$ cat src/hdl/prefix_trie_engine_top_macros.svh
// Assertion macros used by the trie engine back end.
`ifndef PREFIX_TRIE_ENGINE_TOP_MACROS_SVH
`define PREFIX_TRIE_ENGINE_TOP_MACROS_SVH
`ifndef SYNTHESIS
`define PTE_ASSERT_SAME(name, ante, cons, msg) \
	name: assert property (@(posedge clk) disable iff (!arst_n) (ante) |-> (cons)) \
		else $error(msg);
`define PTE_ASSERT_NEXT(name, ante, cons, msg) \
	name: assert property (@(posedge clk) disable iff (!arst_n) (ante) |=> (cons)) \
		else $error(msg);
`else
`define PTE_ASSERT_SAME(name, ante, cons, msg)
`define PTE_ASSERT_NEXT(name, ante, cons, msg)
`endif
`endif

$ cat src/hdl/pte_pkg.sv
// Shared types and constants of the trie engine.
`default_nettype none
package pte_pkg;
	localparam int NODE_COUNT    = 1024;
	localparam int ALPHABET_SIZE = 26;
	localparam int NODE_W        = $clog2(NODE_COUNT);
	localparam int FREE_W        = $clog2(NODE_COUNT + 1);
	localparam int LANE_W        = $clog2(ALPHABET_SIZE);
	localparam int CMD_W         = 2;
	localparam int LETTER_W      = 5;
	localparam logic [FREE_W-1:0] FREE_MAX = FREE_W'(NODE_COUNT);

	// work queue between front and back
	localparam int WQ_DEPTH = 2;
	localparam int WQ_PTR_W = $clog2(WQ_DEPTH);
	localparam int WQ_CNT_W = $clog2(WQ_DEPTH + 1);
	// result queue
	localparam int RQ_DEPTH = 2;
	localparam int RQ_PTR_W = $clog2(RQ_DEPTH);
	localparam int RQ_CNT_W = $clog2(RQ_DEPTH + 1);

	typedef enum logic [CMD_W-1:0] {
		CMD_INSERT = 2'd0,
		CMD_SEARCH = 2'd1,
		CMD_PREFIX = 2'd2,
		CMD_NONE   = 2'd3
	} cmd_t;

	// classified letter word
	typedef struct packed {
		cmd_t              cmd;
		logic              letter_ok;
		logic [LANE_W-1:0] lane;
		logic              last;
	} work_t;

	typedef struct packed {
		logic  valid;
		work_t word;
	} wq_head_t;

	typedef struct packed {
		logic found;
		logic status;
	} res_t;

	typedef struct packed {
		logic clearing;
	} back_stat_t;
endpackage
`default_nettype wire

$ cat src/hdl/pte_front.sv
// Front end: takes letter words, classifies them and queues them for the walker.
`default_nettype none
module pte_front (
	input  wire logic                            clk,
	input  wire logic                            arst_n,
	input  wire logic                            push,
	output logic                                 full,
	input  wire logic [pte_pkg::CMD_W-1:0]       command,
	input  wire logic [pte_pkg::LETTER_W-1:0]    letter,
	input  wire logic                            last,
	input  wire pte_pkg::back_stat_t             back_stat,
	output pte_pkg::wq_head_t                    head,
	input  wire logic                            take
);
	pte_pkg::work_t                 q_q [pte_pkg::WQ_DEPTH];
	logic [pte_pkg::WQ_PTR_W-1:0]   wr_q, rd_q;
	logic [pte_pkg::WQ_CNT_W-1:0]   cnt_q;
	pte_pkg::work_t                 cls;
	logic                           accept, enq, deq;

	always_comb begin
		cls.cmd       = pte_pkg::cmd_t'(command);
		cls.letter_ok = (32'(letter) < 32'(pte_pkg::ALPHABET_SIZE));
		cls.lane      = pte_pkg::LANE_W'(letter);
		cls.last      = last;
	end

	assign full   = back_stat.clearing || (cnt_q == pte_pkg::WQ_CNT_W'(pte_pkg::WQ_DEPTH));
	assign accept = push && !full;
	// unused command code is dropped here
	assign enq    = accept && (cls.cmd != pte_pkg::CMD_NONE);
	assign deq    = take && (cnt_q != '0);

	assign head.valid = (cnt_q != '0);
	assign head.word  = q_q[rd_q];

	always_ff @(posedge clk) begin
		if (enq) begin
			q_q[wr_q] <= cls;
		end
	end

	always_ff @(posedge clk or negedge arst_n) begin
		if (!arst_n) begin
			wr_q  <= '0;
			rd_q  <= '0;
			cnt_q <= '0;
		end else begin
			if (enq) begin
				wr_q <= (wr_q == pte_pkg::WQ_PTR_W'(pte_pkg::WQ_DEPTH - 1)) ? '0 : wr_q + 1'b1;
			end
			if (deq) begin
				rd_q <= (rd_q == pte_pkg::WQ_PTR_W'(pte_pkg::WQ_DEPTH - 1)) ? '0 : rd_q + 1'b1;
			end
			if (enq && !deq) begin
				cnt_q <= cnt_q + 1'b1;
			end else if (deq && !enq) begin
				cnt_q <= cnt_q - 1'b1;
			end
		end
	end
endmodule
`default_nettype wire

$ cat config.mk
export PLATFORM = sky130hd
export DESIGN_NAME = pte_front
export DESIGN_NICKNAME = d
export VERILOG_FILES = /design/src/hdl/prefix_trie_engine_top_macros.svh /design/src/hdl/pte_pkg.sv /design/src/hdl/pte_front.sv
export SDC_FILE = /design/constraint.sdc
export NUM_CORES = 1
export LEC_CHECK = 0
export ABC_CLOCK_PERIOD_IN_PS = 1600
export BUFFER_PORTS_ARGS = -buffer_cell sky130_fd_sc_hd__buf_2
export CORE_MARGIN = 2
export CORE_UTILIZATION = 38
export CTS_CLUSTER_DIAMETER = 100
export DETAILED_ROUTE_END_ITERATION = 7
export PLACE_DENSITY = 0.69
export SLEW_MARGIN = 20
export SYNTH_ARGS = -nofsm -noshare
export SYNTH_HDL_FRONTEND = slang
export SYNTH_SLANG_ARGS = --single-unit
$ cat constraint.sdc
create_clock -name clk -period 1.6 [get_ports clk]
set_input_delay 0.4 -clock clk [delete_from_list [all_inputs] [get_ports clk]]
set_output_delay 0.4 -clock clk [all_outputs]
set_load 0.005 [all_outputs]
==> metrics.txt <==
# IOs=24; filler instances=190; CP max FO=5; Post-synth top flop=edfxtp_1; Die Wd=52.1 um; critical path arrival=1.27 ns; Post-DP Area=1060 um2; clk root buf=clkbuf_4; RSZ-0062 raised after global routing=yes; largest net degree at the start of global routing=13; Longest Clk Path Bufs=2; flop and latch count out of synthesis=22; busiest layer in global routing=met2; M2 GR Usage=20.5%; Core Rows=17; DPL Wire Length=1040 um; First DRT Iteration DRCs=2; kind of critical path=reg -> out; core area=2190 um2; Cells after Synth=48; n_diodes=0; Rel. slew slack=83.8%; Final setup viols=9; clk_skew=0.00212 ns; Mapped Area=878 um2; WL/cell=13.3 um; worst setup margin=-0.0734 ns; Leakage=0.000451 uW; initial antenna violation count=0; worst-path cell chain=buf_6, mux2_4, buf_2; Initial Utilization=40.1%; GR Util met1=14.6%; max-cap violations=0; clk_lat worst skew=0.29 ns; Worst EP required=1.20 ns; failing checks=setup timing; syn nets=62; vias in the first global route=505; setup TNS=-0.581 ns; Final Critical Period=1.67 ns; Mean Syn Cell Area=18.3 um2; area of the die=2710 um2; clk sinks=22; Buf/Inv on CP=2; area delta synth->final=28.8%; Distinct cells, synth=17; fin crit share=105%; worst min path class=in -> reg; global routing usage on met3=2.59%; maximum vdd ir drop=0.717 mV; status=finished with violations; Seq/Total Area, Yosys=72.9%; Post-synth EDFFs=18; Final Hold Viols=0; Vias per Instance=4.73; family with the most delay on the worst path=flip-flops; gr usage total=12.2%; Setup crit end kind=output pin; share of layout cells above drive strength 1=59.8%; Final Power=1620 uW; gpl congestion=0.700; ANT nets after route=0; Slew Limit Fails=0; CTS tree=built; Die Y=52.1 um; IO buf count=23; Yosys warning total=0; startpoint types=flip-flop; CTS H-tree depth=1; TritonCTS Buffers=3; nets=97; Post-synth ARST share=18.2%; post-route cell area=1130 um2; clock slew at reported path FFs=0.11 ns; worst-margin pin slew=0.243 ns; Routed WL=1460 um; Max Clock Freq=598 MHz; Slowest Stage Delay on Critical Path=0.44 ns; Slowest-stage cell, CP=dfrtp_2; vias post-DR=520; post-route DRC violation count=0; Remaining Overflow, GRT=0; first-pass GRT wire length=2260 um; DR pass1 iterations=2; Pwr Density=1430 nW/um2
[synth_stat cells, drive strengths merged, types with 2 or more instances]
master / count / share of area [%]
xor2: 3 / 3.0
dfrtp: 4 / 11
edfxtp: 18 / 62
xnor2: 2 / 2.0
mux2: 9 / 12
[cells by family after synthesis]
family,share of synthesized area [%]
xor+xnor,4.99
compound gates,5.27
flops,72.9
simple gates,2.85
mux,11.5
fa+ha+maj,1.42
buf+inv,0.996
[final timing paths]
kind,from,to,slack [ns],cells after the start
max,rd_q,head[5],-0.07,3
min,letter[0],q_q[0][1],0.29,1
max reg2reg,cnt_q[0],cnt_q[1],0.18,5
max in group asynchronous,arst_n,rd_q,1.05,2
min reg2reg,cnt_q[1],cnt_q[1],0.54,1
min in group asynchronous,arst_n,cnt_q[0],0.42,2
[stage by stage]
| step | setup slack, ns | instances | hold slack, ns | utilization, % |
|---|---|---|---|---|
| 2_1_floorplan | 0.109 | 48 | 0.104 | - |
| 3_3_place_gp | 0.0284 | 102 | 0.211 | 48.3 |
| 3_5_place_dp | -0.0198 | 102 | 0.215 | 48.3 |
| 4_1_cts | -0.0833 | 110 | 0.280 | 51.4 |
| 5_1_grt | -0.143 | 110 | 0.265 | 51.6 |
| 6_report | -0.0734 | 110 | 0.289 | 51.6 |
[flip-flops by register name (all words and copies together) (netlist names)]
| name | cells |
|---|---|
| q_q | 18 |
| wr_q | 1 |
| rd_q | 1 |
| cnt_q | 2 |
[cell type report]
class	instances	area, um2	area share (%)
Sequential cell	22	643	56.9
Inverter	1	3.75	0.332
Clock buffer	3	22.5	1.99
Multi-Input combinational cell	24	238	21.0
Timing Repair Buffer	31	185	16.4
Clock inverter	1	3.75	0.332
Tap cell	28	35.0	3.10
[per-layer routing]
| layer | share of wire, % | wire length (um) |
|---|---|---|
| met5 | 0 | 0 |
| met4 | 0.62 | 9 |
| met3 | 7.4 | 108 |
| met2 | 50 | 731 |
| met1 | 42 | 611 |
[cells in the final DEF, fill, tap and decap left out, drive strengths merged]
master       Yosys  routed
or2              1       1
mux2             9       9
xnor2            2       2
and2             1       1
dlygate4sd3      0       1
clkinv           0       1
nor3             1       1
edfxtp          18      18
a211oi           1       1
clkbuf           0       3
a21bo            1       1
inv              1       1
nor2             1       1
o211ai           1       1
a21o             1       1
xor2             3       3
ha               1       1
dfrtp            4       4
buf              1      30
nand2            1       1
[timing repair]
item                                    4_1_cts  5_1_grt
buffers inserted                              3        0
endpoints found under the setup margin        9       10
hold buffers                                  1        0
hold endpoints to repair                      4        0
pin swaps                                     0        0
gates resized for setup                       4        2
[where the power goes]
part,internal (uW),switching (uW)
registers,729,79.3
logic,336,234
clock network,90.7,152
Note: power is estimated with default switching activity, not from simulation.
