## src/hdl/prefix_trie_engine_top_macros.svh

```systemverilog
// Assertion macros used by the trie engine back end.
`ifndef PREFIX_TRIE_ENGINE_TOP_MACROS_SVH
`define PREFIX_TRIE_ENGINE_TOP_MACROS_SVH
`ifndef SYNTHESIS
`define PTE_ASSERT_SAME(name, ante, cons, msg) \
	name: assert property (@(posedge clk) disable iff (!arst_n) (ante) |-> (cons)) \
		else $error(msg);
`define PTE_ASSERT_NEXT(name, ante, cons, msg) \
	name: assert property (@(posedge clk) disable iff (!arst_n) (ante) |=> (cons)) \
		else $error(msg);
`else
`define PTE_ASSERT_SAME(name, ante, cons, msg)
`define PTE_ASSERT_NEXT(name, ante, cons, msg)
`endif
`endif

```

## src/hdl/pte_pkg.sv

```systemverilog
// Shared types and constants of the trie engine.
`default_nettype none
package pte_pkg;
	localparam int NODE_COUNT    = 1024;
	localparam int ALPHABET_SIZE = 26;
	localparam int NODE_W        = $clog2(NODE_COUNT);
	localparam int FREE_W        = $clog2(NODE_COUNT + 1);
	localparam int LANE_W        = $clog2(ALPHABET_SIZE);
	localparam int CMD_W         = 2;
	localparam int LETTER_W      = 5;
	localparam logic [FREE_W-1:0] FREE_MAX = FREE_W'(NODE_COUNT);

	// work queue between front and back
	localparam int WQ_DEPTH = 2;
	localparam int WQ_PTR_W = $clog2(WQ_DEPTH);
	localparam int WQ_CNT_W = $clog2(WQ_DEPTH + 1);
	// result queue
	localparam int RQ_DEPTH = 2;
	localparam int RQ_PTR_W = $clog2(RQ_DEPTH);
	localparam int RQ_CNT_W = $clog2(RQ_DEPTH + 1);

	typedef enum logic [CMD_W-1:0] {
		CMD_INSERT = 2'd0,
		CMD_SEARCH = 2'd1,
		CMD_PREFIX = 2'd2,
		CMD_NONE   = 2'd3
	} cmd_t;

	// classified letter word
	typedef struct packed {
		cmd_t              cmd;
		logic              letter_ok;
		logic [LANE_W-1:0] lane;
		logic              last;
	} work_t;

	typedef struct packed {
		logic  valid;
		work_t word;
	} wq_head_t;

	typedef struct packed {
		logic found;
		logic status;
	} res_t;

	typedef struct packed {
		logic clearing;
	} back_stat_t;
endpackage
`default_nettype wire

```

## src/hdl/pte_res_q.sv

```systemverilog
// Result queue: holds answer words until popped.
`default_nettype none
module pte_res_q (
	input  wire logic            clk,
	input  wire logic            arst_n,
	input  wire logic            res_push,
	input  wire pte_pkg::res_t   res,
	output logic                 res_full,
	output logic                 empty,
	input  wire logic            pop,
	output logic                 found,
	output logic                 status
);
	pte_pkg::res_t                  q_q [pte_pkg::RQ_DEPTH];
	logic [pte_pkg::RQ_PTR_W-1:0]   wr_q, rd_q;
	logic [pte_pkg::RQ_CNT_W-1:0]   cnt_q;
	logic                           enq, deq;

	assign res_full = (cnt_q == pte_pkg::RQ_CNT_W'(pte_pkg::RQ_DEPTH));
	assign empty    = (cnt_q == '0);
	assign enq      = res_push && !res_full;
	assign deq      = pop && !empty;
	assign found    = q_q[rd_q].found;
	assign status   = q_q[rd_q].status;

	always_ff @(posedge clk) begin
		if (enq) begin
			q_q[wr_q] <= res;
		end
	end

	always_ff @(posedge clk or negedge arst_n) begin
		if (!arst_n) begin
			wr_q  <= '0;
			rd_q  <= '0;
			cnt_q <= '0;
		end else begin
			if (enq) begin
				wr_q <= (wr_q == pte_pkg::RQ_PTR_W'(pte_pkg::RQ_DEPTH - 1)) ? '0 : wr_q + 1'b1;
			end
			if (deq) begin
				rd_q <= (rd_q == pte_pkg::RQ_PTR_W'(pte_pkg::RQ_DEPTH - 1)) ? '0 : rd_q + 1'b1;
			end
			if (enq && !deq) begin
				cnt_q <= cnt_q + 1'b1;
			end else if (deq && !enq) begin
				cnt_q <= cnt_q - 1'b1;
			end
		end
	end
endmodule
`default_nettype wire

```

## config.mk

```make
export PLATFORM = sky130hd
export DESIGN_NAME = pte_res_q
export DESIGN_NICKNAME = d
export VERILOG_FILES = /design/src/hdl/prefix_trie_engine_top_macros.svh /design/src/hdl/pte_pkg.sv /design/src/hdl/pte_res_q.sv
export SDC_FILE = /design/constraint.sdc
export NUM_CORES = 1
export LEC_CHECK = 0
export BUFFER_PORTS_ARGS = -buffer_cell sky130_fd_sc_hd__buf_2
export CORE_AREA = 3 3 40 42
export CTS_CLUSTER_SIZE = 20
export DETAILED_ROUTE_END_ITERATION = 10
export DIE_AREA = 0 0 43 45
export HOLD_SLACK_MARGIN = 0.06
export PLACE_DENSITY_LB_ADDON = 0.1
export SLEW_MARGIN = 20
export SYNTH_ARGS = -nofsm -noshare
export SYNTH_HDL_FRONTEND = slang
export SYNTH_SLANG_ARGS = --single-unit
```

## constraint.sdc

```tcl
create_clock -name clk -period 1.9 [get_ports clk]
set_input_delay 0.095 -clock clk [delete_from_list [all_inputs] [get_ports clk]]
set_output_delay 0.095 -clock clk [all_outputs]
set_load 0.02 [all_outputs]
```

==> results.md <==
Run status:
- The flow ran to the end, and the final reports show no timing, DRC or antenna violations.

Synth:
- The sequential share of the synthesized area is 64.9%.
- The biggest area contributor in the post-synthesis netlist is sky130_fd_sc_hd__edfxtp_1.
- The post-synthesis net count is 32.
- Ranked by total cell area, the synthesized netlist is headed by sky130_fd_sc_hd__edfxtp_1 35%, sky130_fd_sc_hd__dfrtp_1 30%, sky130_fd_sc_hd__xnor2_1 7.7%.
- The area of the mapped netlist is 339 um2.
- The top-area cell type share of the netlist area is 35.4%.
- The mean post-synth cell area is 13.6 um2.
- Counting distinct cell types in the post-synthesis netlist gives 12.
- During synthesis, Yosys emitted a total of 0 warnings.
- The number of flip-flops and latches in the synthesized netlist is 8.
- The synthesized netlist cell count is 25.

Critical path:
- The family of cells with the greatest summed delay on the critical path is simple AND/OR/NAND/NOR gates.
- The worst setup path is captured at a flip-flop.
- The critical path is of the reg -> reg type.
- At the worst endpoint, the arrival time is 1.66 ns.
- On the critical path, the stage with the largest delay is an instance of sky130_fd_sc_hd__dfrtp_1.
- The critical path goes through nand2b_1 > nand2_1 > inv_1 > ha_1 > nor2_1 > xor2_1.
- The peak per-stage delay on the critical path is 0.43 ns.
- The critical path startpoint category is a flip-flop.
- In this run the worst path has a maximum fanout of 5.
- The combined buffer and inverter count along the critical path is 1.
- The required time reported for the critical path endpoint is 2.07 ns.
- In this run the register-to-register setup slack is 0.41 ns.

Detailed routing:
- In this run, the number of DRC markers left after iteration 0 of detailed routing was 1.
- The number of design rule violations left after detail routing is 0.
- The number of nets with antenna violations after detailed routing is 0.
- The mean number of vias per cell is 4.04.
- The total via count after detailed routing is 226.
- The final wirelength is 559 um.
- The detail-routed net length per standard cell is 9.98 um.
- The count of TritonRoute iterations in the first routing pass is 2.

Floorplan:
- The die is 43 um wide.
- The initial cell density of the core is 26.4%.
- The die area is 1940 um2.
- The number of placement rows is 13.
- The vertical die dimension is 45 um.
- The floorplan core area is 1280 um2.
- The I/O pin count is 10.

Power:
- In this run the power spent charging and discharging nets is 0.000262 W.
- The worst supply voltage drop on vdd is 0.559 mV.
- The switching share of total power is 35.9%.
- The cell area power density is 1590 nW/um2.
- The leakage power is 0.213 nW.
- The total power after layout is 0.000732 W.
- The cell-internal power is 0.000469 W.
- The share of total power dissipated in sequential elements is 42.1%.
- The share of total power in combinational logic is 38.9%.
- The clock network accounts for 19.0% of the total power.

Global routing:
- The first-pass GRT wire length is 979 um.
- The via count of the first global-routing pass is 228.
- Global routing used 7.15% of the available tracks.
- The largest net degree at the start of global routing is 6.
- The number of antenna violations at the first check in global routing is 0.
- Global routing finished with a remaining overflow of 0.

CTS:
- The clock insertion delay at the later pin of the skew report is 0.25 ns.
- The cts-stage hold buffer count is 3.
- In this run the post-CTS setup repair buffer count came out at 0.
- Clock tree synthesis inserted a total of 3 buffers.
- TritonCTS built the clock tree.
- For this design, the sink count on the clock tree is 8.
- The maximum buffer depth of the clock tree is 2.
- The clock transition at the registers of the reported paths is 0.06 ns.
- Clock tree synthesis selected as its root buffer the cell sky130_fd_sc_hd__clkbuf_4.
- The post-cts gate resize count is 0.
- In this run the number of H-tree levels came out at 1.

STA:
- For the finished layout, the period the worst path requires is 1.49 ns.
- The clock arrives with 0.00515 ns of skew.
- The hold violation count in the final report is 0.
- Setup repair after global routing left no endpoint under its margin.
- The actual slew at the worst max-slew pin is 0.213 ns.
- In the final timing run, aggregate negative setup slack is 0 ns.
- After layout, the worst path uses 78.2% of the clock period.
- Setup violations remaining at the end of the flow were counted as 0.
- The timing-limited maximum frequency is 0.673 GHz.
- The number of slew-limit violations in the final report came to 0.
- The worst-case headroom to the max-slew limit is 85.7%.

Final layout:
- The proportion of layout cells with a drive suffix above 1 is 34.1%.
- The number of nets at the end of the flow is 49.
- The number of antenna diodes is 0.
- The synthesis-to-finish area growth is 35.4%.

Flow run:
- Max-cap violations in this run came to 0.

Min path:
- The class of the tightest hold or removal check is in -> reg.

Placed design:
- The placer congestion estimate is 0.754.
- The count of port buffers added during placement is 9.
[final timing paths]
| path | start | endpoint | depth (start not counted) |
|---|---|---|---|
| max | cnt_q[0]$_DFFE_PN0P_ | cnt_q[1]$_DFFE_PN0P_ | 6 |
| min | res_push | wr_q$_DFFE_PN0P_ | 3 |
| max reg2reg | cnt_q[0]$_DFFE_PN0P_ | cnt_q[1]$_DFFE_PN0P_ | 6 |
| min reg2reg | wr_q$_DFFE_PN0P_ | wr_q$_DFFE_PN0P_ | 1 |
| max in group asynchronous | arst_n | cnt_q[0]$_DFFE_PN0P_ | 2 |
| min in group asynchronous | arst_n | wr_q$_DFFE_PN0P_ | 2 |
[registers in the layout, indices dropped and copies added, names as in the netlist]
name	count
cnt_q	2
q_q	4
rd_q	1
wr_q	1
[worst register-to-register path, delay by kind of cell, from the launching register on]
kind | cells | cell delay [ns]
fa+ha+maj | 1 | 0.32
xor+xnor | 1 | 0.15
simple gates | 3 | 0.46
flops | 1 | 0.43
buf+inv | 1 | 0.06
[synthesized netlist by cell type (all sizes together)]
cell type and count:
nand2b 1, xor2 2, and3 1, ha 1
nor2 3, dfrtp 4, edfxtp 4, o21ai 1
nand2 1, mux2 2, xnor2 3, inv 2
[cell usage in the layout (no fill, tap or decap), drive strengths merged]
master       count
dlygate4sd3      3
inv              2
nor2             3
xor2             2
nand2b           1
and3             1
buf              9
nand2            1
edfxtp           4
dfrtp            4
mux2             2
xnor2            3
clkbuf           4
ha               1
o21ai            1
[final cells by class]
class                           count  area (um2)
Clock buffer                        4        26.3
Fill cell                         129         826
Inverter                            2        7.51
Multi-Input combinational cell     15         111
Sequential cell                     8         220
Tap cell                           15        18.8
Timing Repair Buffer               12        75.1
[power groups by stage]
stage	Clock, W	Combinational [W]	Sequential [W]
2_1_floorplan	0	0.000218	0.000300
3_3_place_gp	0	0.000277	0.000311
3_5_place_dp	0	0.000283	0.000313
4_1_cts	0.000142	0.000291	0.000310
5_1_grt	0.000159	0.000314	0.000318
6_report	0.000139	0.000285	0.000308
[cells by family after synthesis]
group | share of synthesized area [%]
xor gates and xnor gates | 12.9
buffers and inverters | 2.21
DFF | 64.9
adders and majority gates | 3.69
AOI/OAI and AO/OA | 1.47
muxes | 6.64
and+or+nand+nor | 8.12
[per-stage QoR]
step | std cells | hold slack, ns | cell area (um2) | utilization [%] | worst slack, ns
6_report | 56 | 0.174 | 459 | 35.7 | 0.415
5_1_grt | 56 | 0.185 | 459 | 35.7 | 0.274
4_1_cts | 56 | 0.167 | 459 | 35.7 | 0.398
3_5_place_dp | 49 | -0.0870 | 403 | 31.4 | 0.413
3_3_place_gp | 49 | -0.0935 | 403 | 31.4 | 0.434
2_1_floorplan | 25 | -0.201 | 339 | - | 0.521
[layer usage]
| layer | share of wire (%) | track usage [%] |
|---|---|---|
| met1 | 43 | 8.21 |
| met5 | 0 | 0 |
| met4 | 1.6 | 5.42 |
| met3 | 6.8 | 2.39 |
| met2 | 48 | 11.1 |
Power figures use the tool's default switching activity.
